--- config.mk ---
export PLATFORM = sky130hd
export DESIGN_NAME = parenthesis_matcher_core
export DESIGN_NICKNAME = d
export VERILOG_FILES = /design/src/hdl/pmatch_pkg.sv /design/src/hdl/pmatch_front.sv /design/src/hdl/pmatch_queue.sv /design/src/hdl/pmatch_back.sv /design/src/hdl/parenthesis_matcher_core.sv
export SDC_FILE = /design/constraint.sdc
export NUM_CORES = 1
export LEC_CHECK = 0
export BUFFER_PORTS_ARGS = -buffer_cell sky130_fd_sc_hd__buf_2
export CORE_ASPECT_RATIO = 1.2
export CORE_MARGIN = 1.5
export CORE_UTILIZATION = 61
export CTS_BUF_LIST = sky130_fd_sc_hd__clkbuf_16
export CTS_CLUSTER_DIAMETER = 60
export DETAILED_ROUTE_END_ITERATION = 7
export PLACE_DENSITY = 0.86
export SLEW_MARGIN = 25
export SYNTH_ARGS = -nofsm -noshare
export SYNTH_HDL_FRONTEND = slang
export SYNTH_HIERARCHICAL = 1
export SYNTH_SLANG_ARGS = --single-unit
--- constraint.sdc ---
create_clock -name clk -period 5.5 [get_ports clk]
set_input_delay 0.55 -clock clk [delete_from_list [all_inputs] [get_ports clk]]
set_output_delay 0.55 -clock clk [all_outputs]
set_load 0.02 [all_outputs]
--- src/hdl/pmatch_pkg.sv ---
// ----------------------------------------------------------------------------
// pmatch_pkg
// Shared types and constants of the parenthesis matcher: widths, bracket
// codes, mark kinds and the entry that travels from front end to back end.
// ----------------------------------------------------------------------------
package pmatch_pkg;

    // line and stack sizing
    localparam int STACK_DEPTH = 32;
    localparam int LINE_MAX    = 4096;
    localparam int QUEUE_DEPTH = 4;

    // field widths
    localparam int CODE_W   = 16;
    localparam int POS_W    = 12;
    localparam int KIND_W   = 2;
    localparam int CURSOR_W = POS_W + 1;
    localparam int TDATA_IN_W  = 16;
    localparam int TDATA_OUT_W = 16;
    localparam int APB_DW   = 32;
    localparam int APB_AW   = 3;

    // derived widths
    localparam int IDX_W  = $clog2(LINE_MAX);
    localparam int CNT_W  = $clog2(STACK_DEPTH + 1);
    localparam int SP_W   = (STACK_DEPTH > 1) ? $clog2(STACK_DEPTH) : 1;
    localparam int QPTR_W = (QUEUE_DEPTH > 1) ? $clog2(QUEUE_DEPTH) : 1;
    localparam int QCNT_W = $clog2(QUEUE_DEPTH + 1);

    // largest reportable position and the overflow report position
    localparam logic [POS_W-1:0] POS_MAX = {POS_W{1'b1}};
    localparam logic [POS_W-1:0] OVF_POS = POS_W'((LINE_MAX - 1) % (1 << POS_W));

    // bracket character codes
    localparam logic [CODE_W-1:0] OPEN_CODE  = 16'h0028;
    localparam logic [CODE_W-1:0] CLOSE_CODE = 16'h0029;

    // mark kinds on the result stream
    localparam logic [KIND_W-1:0] KIND_UNMATCHED = 2'd0;
    localparam logic [KIND_W-1:0] KIND_CURSOR    = 2'd1;
    localparam logic [KIND_W-1:0] KIND_END       = 2'd2;
    localparam logic [KIND_W-1:0] KIND_OVERFLOW  = 2'd3;

    // register index of the cursor register
    localparam logic [0:0] CFG_IDX_CURSOR = 1'b0;

    // operation decided by the front end
    typedef enum logic [1:0] {
        OP_NONE,
        OP_OPEN,
        OP_CLOSE,
        OP_OVF
    } op_t;

    // one queued operation
    typedef struct packed {
        op_t              op;
        logic [POS_W-1:0] pos;
        logic             line_end;
        logic [POS_W-1:0] len;
    } entry_t;

endpackage

--- src/hdl/pmatch_front.sv ---
// ----------------------------------------------------------------------------
// pmatch_front
// Front end: accepts characters, tracks the character position and its
// saturation, and classifies each character into a queued operation.
// ----------------------------------------------------------------------------
module pmatch_front
(
    input  logic                          clk,
    input  logic                          rst_n,
    input  logic                          in_valid,
    output logic                          in_ready,
    input  logic [pmatch_pkg::CODE_W-1:0] char_code,
    input  logic                          line_end,
    input  logic                          q_full,
    output logic                          q_push,
    output pmatch_pkg::entry_t            q_data
);

    localparam int IW = pmatch_pkg::IDX_W;
    localparam int PW = pmatch_pkg::POS_W;
    localparam int WW = IW + PW + 1;

    logic [IW-1:0] char_index_reg;
    logic [IW-1:0] char_index_next;
    logic          saturated_reg;
    logic          saturated_next;

    logic          accept;
    logic          is_open;
    logic          is_close;
    logic [WW-1:0] idx_wide;
    logic [WW-1:0] len_wide;
    logic [PW-1:0] pos;
    logic [PW-1:0] len;
    pmatch_pkg::op_t op;

    assign in_ready = !q_full;
    assign accept   = in_valid && !q_full;

    // classify the character
    assign is_open  = (char_code == pmatch_pkg::OPEN_CODE);
    assign is_close = (char_code == pmatch_pkg::CLOSE_CODE);

    always_comb
    begin
        if (saturated_reg)
        begin
            op = (is_open || is_close) ? pmatch_pkg::OP_OVF : pmatch_pkg::OP_NONE;
        end
        else if (is_open)
        begin
            op = pmatch_pkg::OP_OPEN;
        end
        else if (is_close)
        begin
            op = pmatch_pkg::OP_CLOSE;
        end
        else
        begin
            op = pmatch_pkg::OP_NONE;
        end
    end

    // position and saturated line length
    assign idx_wide = {{(PW + 1){1'b0}}, char_index_reg};
    assign len_wide = idx_wide + WW'(1);
    assign pos      = idx_wide[PW-1:0];
    assign len      = (saturated_reg || (len_wide > WW'(pmatch_pkg::POS_MAX)))
                      ? pmatch_pkg::POS_MAX : len_wide[PW-1:0];

    // only items that can cause a result go to the queue
    assign q_push        = accept && ((op != pmatch_pkg::OP_NONE) || line_end);
    assign q_data.op       = op;
    assign q_data.pos      = saturated_reg ? pmatch_pkg::OVF_POS : pos;
    assign q_data.line_end = line_end;
    assign q_data.len      = len;

    // position counter update
    always_comb
    begin
        char_index_next = char_index_reg;
        saturated_next  = saturated_reg;
        if (accept)
        begin
            if (line_end)
            begin
                char_index_next = '0;
                saturated_next  = 1'b0;
            end
            else if (!saturated_reg)
            begin
                if (char_index_reg >= IW'(pmatch_pkg::LINE_MAX - 1))
                begin
                    saturated_next = 1'b1;
                end
                else
                begin
                    char_index_next = char_index_reg + IW'(1);
                end
            end
        end
    end

    always_ff @(posedge clk or negedge rst_n)
    begin
        if (!rst_n)
        begin
            char_index_reg <= '0;
            saturated_reg  <= 1'b0;
        end
        else
        begin
            char_index_reg <= char_index_next;
            saturated_reg  <= saturated_next;
        end
    end

endmodule

--- src/hdl/pmatch_queue.sv ---
// ----------------------------------------------------------------------------
// pmatch_queue
// Short queue of operations between the front end and the back end.
// ----------------------------------------------------------------------------
module pmatch_queue
(
    input  logic               clk,
    input  logic               rst_n,
    input  logic               push,
    input  pmatch_pkg::entry_t push_data,
    output logic               full,
    input  logic               pop,
    output pmatch_pkg::entry_t head,
    output logic               empty
);

    localparam int DEPTH = pmatch_pkg::QUEUE_DEPTH;
    localparam int PTR_W = pmatch_pkg::QPTR_W;
    localparam int CNT_W = pmatch_pkg::QCNT_W;

    pmatch_pkg::entry_t entries_reg [DEPTH];
    logic [PTR_W-1:0]   wr_ptr_reg;
    logic [PTR_W-1:0]   wr_ptr_next;
    logic [PTR_W-1:0]   rd_ptr_reg;
    logic [PTR_W-1:0]   rd_ptr_next;
    logic [CNT_W-1:0]   count_reg;
    logic [CNT_W-1:0]   count_next;
    logic               do_push;
    logic               do_pop;

    assign full    = (count_reg == CNT_W'(DEPTH));
    assign empty   = (count_reg == '0);
    assign do_push = push && !full;
    assign do_pop  = pop && !empty;
    assign head    = entries_reg[rd_ptr_reg];

    // pointer and fill count update
    always_comb
    begin
        wr_ptr_next = wr_ptr_reg;
        rd_ptr_next = rd_ptr_reg;
        count_next  = count_reg;
        if (do_push)
        begin
            wr_ptr_next = (wr_ptr_reg == PTR_W'(DEPTH - 1)) ? '0 : wr_ptr_reg + PTR_W'(1);
        end
        if (do_pop)
        begin
            rd_ptr_next = (rd_ptr_reg == PTR_W'(DEPTH - 1)) ? '0 : rd_ptr_reg + PTR_W'(1);
        end
        if (do_push && !do_pop)
        begin
            count_next = count_reg + CNT_W'(1);
        end
        else if (do_pop && !do_push)
        begin
            count_next = count_reg - CNT_W'(1);
        end
    end

    always_ff @(posedge clk or negedge rst_n)
    begin
        if (!rst_n)
        begin
            wr_ptr_reg <= '0;
            rd_ptr_reg <= '0;
            count_reg  <= '0;
        end
        else
        begin
            wr_ptr_reg <= wr_ptr_next;
            rd_ptr_reg <= rd_ptr_next;
            count_reg  <= count_next;
        end
    end

    // entry storage
    always_ff @(posedge clk)
    begin
        if (do_push)
        begin
            entries_reg[wr_ptr_reg] <= push_data;
        end
    end

endmodule

--- src/hdl/pmatch_back.sv ---
// ----------------------------------------------------------------------------
// pmatch_back
// Back end: runs the opener stack, reports unmatched, cursor-matched and
// overflow brackets, and flushes the stack at the end of a line.
// ----------------------------------------------------------------------------
module pmatch_back
(
    input  logic                            clk,
    input  logic                            rst_n,
    input  pmatch_pkg::entry_t              q_head,
    input  logic                            q_empty,
    output logic                            q_pop,
    input  logic [pmatch_pkg::CURSOR_W-1:0] cursor,
    output logic                            out_valid,
    input  logic                            out_ready,
    output logic [pmatch_pkg::POS_W-1:0]    out_pos,
    output logic [pmatch_pkg::KIND_W-1:0]   out_kind,
    output logic                            out_last
);

    localparam int PW = pmatch_pkg::POS_W;
    localparam int CW = pmatch_pkg::CNT_W;
    localparam int SW = pmatch_pkg::SP_W;

    typedef enum logic [1:0] {
        ST_IDLE,
        ST_CURSOR2,
        ST_FLUSH
    } state_t;

    state_t           state_reg;
    state_t           state_next;
    logic [PW-1:0]    stack_reg [pmatch_pkg::STACK_DEPTH];
    logic [CW-1:0]    count_reg;
    logic [CW-1:0]    count_next;
    logic [PW-1:0]    cur_pos_reg;
    logic [PW-1:0]    cur_pos_next;
    logic             cur_end_reg;
    logic             cur_end_next;
    logic [PW-1:0]    cur_len_reg;
    logic [PW-1:0]    cur_len_next;
    logic             out_valid_reg;
    logic             out_valid_next;
    logic [PW-1:0]    out_pos_reg;
    logic [PW-1:0]    out_pos_next;
    logic [pmatch_pkg::KIND_W-1:0] out_kind_reg;
    logic [pmatch_pkg::KIND_W-1:0] out_kind_next;
    logic             out_last_reg;
    logic             out_last_next;

    logic             can_emit;
    logic [CW-1:0]    count_m1;
    logic [SW-1:0]    top_idx;
    logic [PW-1:0]    top_pos;
    logic             push_en;
    logic [SW-1:0]    push_idx;
    logic             top_at_cursor;
    logic             pos_at_cursor;

    // top of stack
    assign count_m1 = count_reg - CW'(1);
    assign top_idx  = count_m1[SW-1:0];
    assign top_pos  = stack_reg[top_idx];
    assign push_idx = count_reg[SW-1:0];

    // cursor hits, a negative cursor never matches
    assign top_at_cursor = !cursor[PW] && (cursor[PW-1:0] == top_pos);
    assign pos_at_cursor = !cursor[PW] && (cursor[PW-1:0] == q_head.pos);

    // a step may run when the output register is free or draining
    assign can_emit = !out_valid_reg || out_ready;

    // sequencer
    always_comb
    begin
        state_next     = state_reg;
        count_next     = count_reg;
        cur_pos_next   = cur_pos_reg;
        cur_end_next   = cur_end_reg;
        cur_len_next   = cur_len_reg;
        out_valid_next = out_valid_reg && !out_ready;
        out_pos_next   = out_pos_reg;
        out_kind_next  = out_kind_reg;
        out_last_next  = out_last_reg;
        q_pop          = 1'b0;
        push_en        = 1'b0;

        unique case (state_reg)
            ST_IDLE:
            begin
                if (!q_empty && can_emit)
                begin
                    q_pop        = 1'b1;
                    cur_pos_next = q_head.pos;
                    cur_end_next = q_head.line_end;
                    cur_len_next = q_head.len;
                    unique case (q_head.op)
                        pmatch_pkg::OP_OVF:
                        begin
                            out_valid_next = 1'b1;
                            out_pos_next   = q_head.pos;
                            out_kind_next  = pmatch_pkg::KIND_OVERFLOW;
                            out_last_next  = !q_head.line_end;
                        end
                        pmatch_pkg::OP_OPEN:
                        begin
                            if (count_reg >= CW'(pmatch_pkg::STACK_DEPTH))
                            begin
                                out_valid_next = 1'b1;
                                out_pos_next   = q_head.pos;
                                out_kind_next  = pmatch_pkg::KIND_OVERFLOW;
                                out_last_next  = !q_head.line_end;
                            end
                            else
                            begin
                                push_en    = 1'b1;
                                count_next = count_reg + CW'(1);
                            end
                        end
                        pmatch_pkg::OP_CLOSE:
                        begin
                            if (count_reg == '0)
                            begin
                                out_valid_next = 1'b1;
                                out_pos_next   = q_head.pos;
                                out_kind_next  = pmatch_pkg::KIND_UNMATCHED;
                                out_last_next  = !q_head.line_end;
                            end
                            else
                            begin
                                count_next = count_m1;
                                if (top_at_cursor || pos_at_cursor)
                                begin
                                    out_valid_next = 1'b1;
                                    out_pos_next   = top_pos;
                                    out_kind_next  = pmatch_pkg::KIND_CURSOR;
                                    out_last_next  = 1'b0;
                                    state_next     = ST_CURSOR2;
                                end
                            end
                        end
                        default:
                        begin
                        end
                    endcase
                    // end of line goes on to the flush unless a pair is pending
                    if (q_head.line_end && (state_next == ST_IDLE))
                    begin
                        state_next = ST_FLUSH;
                    end
                end
            end
            ST_CURSOR2:
            begin
                if (can_emit)
                begin
                    out_valid_next = 1'b1;
                    out_pos_next   = cur_pos_reg;
                    out_kind_next  = pmatch_pkg::KIND_CURSOR;
                    out_last_next  = !cur_end_reg;
                    state_next     = cur_end_reg ? ST_FLUSH : ST_IDLE;
                end
            end
            ST_FLUSH:
            begin
                if (can_emit)
                begin
                    out_valid_next = 1'b1;
                    if (count_reg != '0)
                    begin
                        out_pos_next  = top_pos;
                        out_kind_next = pmatch_pkg::KIND_UNMATCHED;
                        out_last_next = 1'b0;
                        count_next    = count_m1;
                    end
                    else
                    begin
                        out_pos_next  = cur_len_reg;
                        out_kind_next = pmatch_pkg::KIND_END;
                        out_last_next = 1'b1;
                        state_next    = ST_IDLE;
                    end
                end
            end
            default:
            begin
                state_next = ST_IDLE;
            end
        endcase
    end

    // state and registered outputs
    always_ff @(posedge clk or negedge rst_n)
    begin
        if (!rst_n)
        begin
            state_reg     <= ST_IDLE;
            count_reg     <= '0;
            out_valid_reg <= 1'b0;
        end
        else
        begin
            state_reg     <= state_next;
            count_reg     <= count_next;
            out_valid_reg <= out_valid_next;
        end
    end

    // payload registers and stack storage
    always_ff @(posedge clk)
    begin
        cur_pos_reg  <= cur_pos_next;
        cur_end_reg  <= cur_end_next;
        cur_len_reg  <= cur_len_next;
        out_pos_reg  <= out_pos_next;
        out_kind_reg <= out_kind_next;
        out_last_reg <= out_last_next;
        if (push_en)
        begin
            stack_reg[push_idx] <= q_head.pos;
        end
    end

    assign out_valid = out_valid_reg;
    assign out_pos   = out_pos_reg;
    assign out_kind  = out_kind_reg;
    assign out_last  = out_last_reg;

endmodule

--- src/hdl/parenthesis_matcher_core.sv ---
// ----------------------------------------------------------------------------
// parenthesis_matcher_core
// Bracket matcher over one line of text fed one character per transaction.
// ----------------------------------------------------------------------------
// Usage:
//   s_axis carries one character per transaction: tdata = UTF-16 code, tlast
//   marks the last character of the line. m_axis carries marks: tdata =
//   position, tuser = mark kind, tlast = final mark caused by a character.
//   The APB port holds the cursor position register (address 0, 13-bit
//   signed, -1 = no cursor); write it only while the block is idle.
// Flow:
//   A character is taken per cycle while the four-entry operation queue has
//   room. The back end handles each queued character in turn, gives the
//   second mark of a cursor pair as a further step, and at end of line one
//   mark per leftover opener, then the end marker. The first mark is held in
//   the operation queue and then in the output register before it is valid.
// Reset:
//   Clears the queue, stack count, position counter and output register;
//   the cursor returns to -1.
// Stall:
//   A stalled m_axis holds its mark; the back end stops, the queue fills,
//   then s_axis tready drops.
// ----------------------------------------------------------------------------
module parenthesis_matcher_core
(
    input  logic                               clk,
    input  logic                               rst_n,
    // character stream
    input  logic                               s_axis_tvalid,
    output logic                               s_axis_tready,
    input  logic [pmatch_pkg::TDATA_IN_W-1:0]  s_axis_tdata,  // [15:0] char_code
    input  logic                               s_axis_tlast,
    // mark stream
    output logic                               m_axis_tvalid,
    input  logic                               m_axis_tready,
    output logic [pmatch_pkg::TDATA_OUT_W-1:0] m_axis_tdata,  // [11:0] position
    output logic [pmatch_pkg::KIND_W-1:0]      m_axis_tuser,  // [1:0] mark_kind
    output logic                               m_axis_tlast,
    // configuration
    input  logic                               psel,
    input  logic                               penable,
    input  logic                               pwrite,
    input  logic [pmatch_pkg::APB_AW-1:0]      paddr,
    input  logic [pmatch_pkg::APB_DW-1:0]      pwdata,
    output logic [pmatch_pkg::APB_DW-1:0]      prdata,
    output logic                               pready
);

    localparam int CUW = pmatch_pkg::CURSOR_W;
    localparam int PW  = pmatch_pkg::POS_W;

    logic [CUW-1:0]     cursor_reg;
    logic [CUW-1:0]     cursor_next;
    logic               cfg_hit;
    logic               q_push;
    logic               q_pop;
    logic               q_full;
    logic               q_empty;
    pmatch_pkg::entry_t q_in;
    pmatch_pkg::entry_t q_head;
    logic [PW-1:0]      out_pos;

    // cursor register
    assign pready  = 1'b1;
    assign cfg_hit = (paddr[pmatch_pkg::APB_AW-1] == pmatch_pkg::CFG_IDX_CURSOR);

    always_comb
    begin
        cursor_next = cursor_reg;
        if (psel && penable && pwrite && cfg_hit)
        begin
            cursor_next = pwdata[CUW-1:0];
        end
    end

    always_ff @(posedge clk or negedge rst_n)
    begin
        if (!rst_n)
        begin
            cursor_reg <= {CUW{1'b1}};
        end
        else
        begin
            cursor_reg <= cursor_next;
        end
    end

    // register read back, sign extended
    assign prdata = cfg_hit ? {{(pmatch_pkg::APB_DW - CUW){cursor_reg[CUW-1]}}, cursor_reg}
                            : '0;

    pmatch_front u_front
    (
        .clk       (clk),
        .rst_n     (rst_n),
        .in_valid  (s_axis_tvalid),
        .in_ready  (s_axis_tready),
        .char_code (s_axis_tdata[pmatch_pkg::CODE_W-1:0]),
        .line_end  (s_axis_tlast),
        .q_full    (q_full),
        .q_push    (q_push),
        .q_data    (q_in)
    );

    pmatch_queue u_queue
    (
        .clk       (clk),
        .rst_n     (rst_n),
        .push      (q_push),
        .push_data (q_in),
        .full      (q_full),
        .pop       (q_pop),
        .head      (q_head),
        .empty     (q_empty)
    );

    pmatch_back u_back
    (
        .clk       (clk),
        .rst_n     (rst_n),
        .q_head    (q_head),
        .q_empty   (q_empty),
        .q_pop     (q_pop),
        .cursor    (cursor_reg),
        .out_valid (m_axis_tvalid),
        .out_ready (m_axis_tready),
        .out_pos   (out_pos),
        .out_kind  (m_axis_tuser),
        .out_last  (m_axis_tlast)
    );

    assign m_axis_tdata = {{(pmatch_pkg::TDATA_OUT_W - PW){1'b0}}, out_pos};

endmodule
==> metrics.md <==
| Metric | Value |
|---|---|
| Transition time of the tightest slew-check pin | `1060 ps` |
| Clock slew at reported path FFs | `70 ps` |
| Largest voltage drop on the vdd net | `482 uV` |
| Part of the Yosys area used for sequential elements | `0.705` |
| Number of antenna violations at the first check in global routing | `0` |
| Final worst path period need | `5000 ps` |
| Data arrival time at the worst-slack endpoint | `5220 ps` |
| Overflow after GRT | `0` |
| Max_slew headroom | `0.289` |
| Number of slew-limit violations in the final report | `0` |
| Final cell utilization of the core | `0.688` |
| Setup crit start kind | `register` |
| Element type at the critical path end | `register` |
| Final Routed Wirelength | `59.1 mm` |
| Kind of critical path | `reg -> reg` |
| Post-synth ARST share | `0.0732` |
| Number of buffers created by CTS | `50` |
| Slowest cell on crit path | `sky130_fd_sc_hd__nor4_1` |
| Cells on worst reg2reg path | `12` |
| Count of antenna diodes in the layout | `0` |
| Setup TNS | `0 ps` |
| Internal reg-to-reg setup slack | `500 ps` |
| Average size of a mapped cell | `16.4 um2` |
| Total GRT Usage | `0.295` |
| Yosys reg bits | `574` |
| Worst Slack Setup Final | `502 ps` |
| Worst reg2reg endpoint | `u_back/out_pos[3]$_DFFE_PP_` |
| Largest register FFs | `384` |
| Average detailed-routed wire length per instance | `27.6 um` |
| Cell area after synthesis | `24200 um2` |
| Worst EP required | `5730 ps` |
| Hold violation total from the final report | `0` |
| Remaining DRCs | `0` |
| Signed area change from the synthesized netlist to the final layout | `10.9%` |
| Cell family with the largest share of critical-path delay | `simple AND/OR/NAND/NOR gates` |
| Worst-Skew Late Latency | `590 ps` |
| Maximum number of pins on one net before global-route repair | `80` |
| Final weighted congestion in routability-driven placement | `0.893` |
| Number of instances in the synthesized netlist | `1477` |
| Most common cell on crit path | `sky130_fd_sc_hd__buf_4` |
| Drt pass-1 iters | `7` |
| Dominant register cell in the synthesized netlist | `sky130_fd_sc_hd__edfxtp_1` |
| Buffering stage count on the worst path with inverters included | `3` |
| Number of buffers inserted to repair setup after CTS | `0` |
| X dimension of the die | `185 um` |
| Largest buffer count on any clock path | `3` |
| Chain of cells forming the critical path | `buf_4 > buf_4 > nor3_4 > xor2_4 > nor2_2 > and3_1 > nor4_1 > xor2_1 > nor4_1 > a211o_1 > a22o_1 > buf_4` |
| Number of port buffers | `86` |
| Worst R2R Start | `u_back/count_reg[0]$_DFFE_PN0P_` |
| Netlist cell types | `91` |
| Detailed placer's ending HPWL | `35.5 mm` |
| Number of setup violations in the final report | `0` |
| Setup repair after global routing missed its margin | `false` |
| Overall die area | `40800 um2` |
| Setup clock skew after layout | `59.2 ps` |
| Placeable core region | `38900 um2` |
| Status | `finished clean` |
| First DRT Iteration DRCs | `2017` |
| Share of the clock period used by the worst path | `0.909` |
| Worst slack, placed | `556 ps` |
| Max Clock Freq | `0.200 GHz` |
| Quantity of gates resized following cts | `0` |
| Effective utilization at floorplan | `0.621` |
| Antenna viol nets, final | `0` |
| Worst Hold Slack | `61.0 ps` |
| Number of global-route vias before repair | `14200` |
| Critical path fanouts, max | `36` |
| Leakage | `9.44 nW` |
| Final layout net count | `1654` |
| # Max-Cap Violations | `0` |
| Hold Path Class | `in -> async` |
| PwrDens | `608 nW/um2` |
| Synthesis warning total | `6` |
| Cell at the root of the clock tree | `sky130_fd_sc_hd__clkbuf_16` |
| CTS tree | `done` |
| Vias after detailed routing | `14300` |
| Share of post-route cells with drive strength above 1 | `0.232` |
| Die height | `221 um` |
| Cts hold-fix bufs | `0` |
| Number of primary I/O pins | `113` |
| Number of placement rows | `79` |
| Clock Sink Count | `574` |
| Number of flops mapped to enable cells by yosys | `532` |
| Fill cells | `2345` |
| Post-detailed-route via-to-cell ratio | `6.70` |
| Max H-tree Level | `2` |
| Global-route wire length before repair | `87.9 mm` |
| Crit path largest cell delay | `910 ps` |
## cells in the mapped netlist, types with 23 or more instances
master	n	area, um2
sky130_fd_sc_hd__mux4_2	82	1850
sky130_fd_sc_hd__mux2i_1	43	430
sky130_fd_sc_hd__buf_2	23	115
sky130_fd_sc_hd__o21ai_0	24	120
sky130_fd_sc_hd__edfxtp_1	532	16000
sky130_fd_sc_hd__buf_4	32	240
sky130_fd_sc_hd__nand2_1	169	634
sky130_fd_sc_hd__clkbuf_1	32	120
sky130_fd_sc_hd__nand3_1	65	325
sky130_fd_sc_hd__nor2_1	60	225
sky130_fd_sc_hd__xnor2_1	23	201
sky130_fd_sc_hd__dfrtp_1	29	726
## layer usage
metal | part of all wire | up-vias | routed length (um) | track usage
li1 | - | 5917 | - | -
met1 | 0.34 | 7099 | 19800 | 0.372
met2 | 0.52 | 1127 | 30600 | 0.501
met3 | 0.10 | 200 | 6110 | 0.0563
met4 | 0.043 | 0 | 2570 | 0.124
met5 | 0 | - | 0 | 0
## worst max path at each step
stage	startpoint	endpoint	slack, ps	cells past startpoint
after floorplan	u_back/count_reg[0]$_DFFE_PN0P_	u_back/out_kind[0]$_DFFE_PP_	730	20
after detailed placement	u_back/count_reg[1]$_DFFE_PN0P_	u_back/out_pos[7]$_DFFE_PP_	560	13
after global placement	u_back/count_reg[1]$_DFFE_PN0P_	u_back/out_pos[1]$_DFFE_PP_	640	13
after global routing	u_back/count_reg[0]$_DFFE_PN0P_	u_back/out_pos[3]$_DFFE_PP_	300	12
final	u_back/count_reg[0]$_DFFE_PN0P_	u_back/out_pos[3]$_DFFE_PP_	500	12
after CTS	u_back/count_reg[1]$_DFFE_PN0P_	u_back/out_pos[3]$_DFFE_PP_	450	13
## power by group
group	total (W)	switching, W	leakage [nW]	internal (W)
Combinational	0.00669	0.00434	3.24	0.00235
Sequential	0.00622	0.000382	5.36	0.00584
Clock	0.00341	0.00153	0.845	0.00188
Total	0.0163	0.00625	9.44	0.0101
## worst register-to-register path, stage by stage, from the launching register on
cell                      delay, ps
sky130_fd_sc_hd__dfrtp_4        410
sky130_fd_sc_hd__buf_4          460
sky130_fd_sc_hd__buf_4          650
sky130_fd_sc_hd__nor3_4         190
sky130_fd_sc_hd__xor2_4         360
sky130_fd_sc_hd__nor2_2         160
sky130_fd_sc_hd__and3_1         210
sky130_fd_sc_hd__nor4_1         910
sky130_fd_sc_hd__xor2_1         140
sky130_fd_sc_hd__nor4_1         560
sky130_fd_sc_hd__a211o_1        210
sky130_fd_sc_hd__a22o_1         120
sky130_fd_sc_hd__buf_4          250
## final cells by class
class	count	area (um2)	share of cell area
clock inverters	42	322	0.0120
well taps	526	658	0.0245
multi-input cells	783	6530	0.244
flip-flops and latches	574	17000	0.636
clock buffers	51	1280	0.0476
repair buffers	141	893	0.0333
inverters	23	86.3	0.00322
## through the flow
stage                     cells  power (W)  instance area [um2]
after floorplan            1480     0.0106                24200
after global placement     2047     0.0124                25200
after detailed placement   2047     0.0127                25200
after CTS                  2140     0.0162                26800
after global routing       2140     0.0169                26800
final                      2140     0.0163                26800
## cell families after synthesis
kind of cell / share of synthesized area
buffers and inverters: 0.0281
adder cells (fa/ha/maj): 0.0117
AO/OA/AOI/OAI: 0.0471
AND/OR/NAND/NOR: 0.0851
other: 0.000311
XOR/XNOR: 0.0159
multiplexers: 0.107
flip-flops: 0.705
## cell usage in the layout, fill, tap and decap left out, drive strengths merged, types with 5 or more instances in the layout
| cell | count |
|---|---|
| edfxtp | 532 |
| nand2 | 169 |
| buf | 141 |
| mux4 | 82 |
| nand3 | 65 |
| nor2 | 62 |
| clkbuf | 51 |
| mux2i | 43 |
| inv | 37 |
| dfrtp | 29 |
| o21ai | 29 |
| xnor2 | 23 |
| clkinv | 23 |
| mux2 | 23 |
| a21oi | 21 |
| ha | 21 |
| xor2 | 18 |
| nand4 | 17 |
| a32oi | 17 |
| nor2b | 16 |
| a31oi | 14 |
| and2 | 14 |
| dfstp | 13 |
| and3 | 13 |
| a222oi | 11 |
| or2 | 10 |
| nor4 | 10 |
| nor3 | 9 |
| or3 | 6 |
| conb | 5 |
| a32o | 5 |
| nand2b | 5 |
| a2111oi | 5 |
Note: power is estimated with default switching activity, not from simulation.
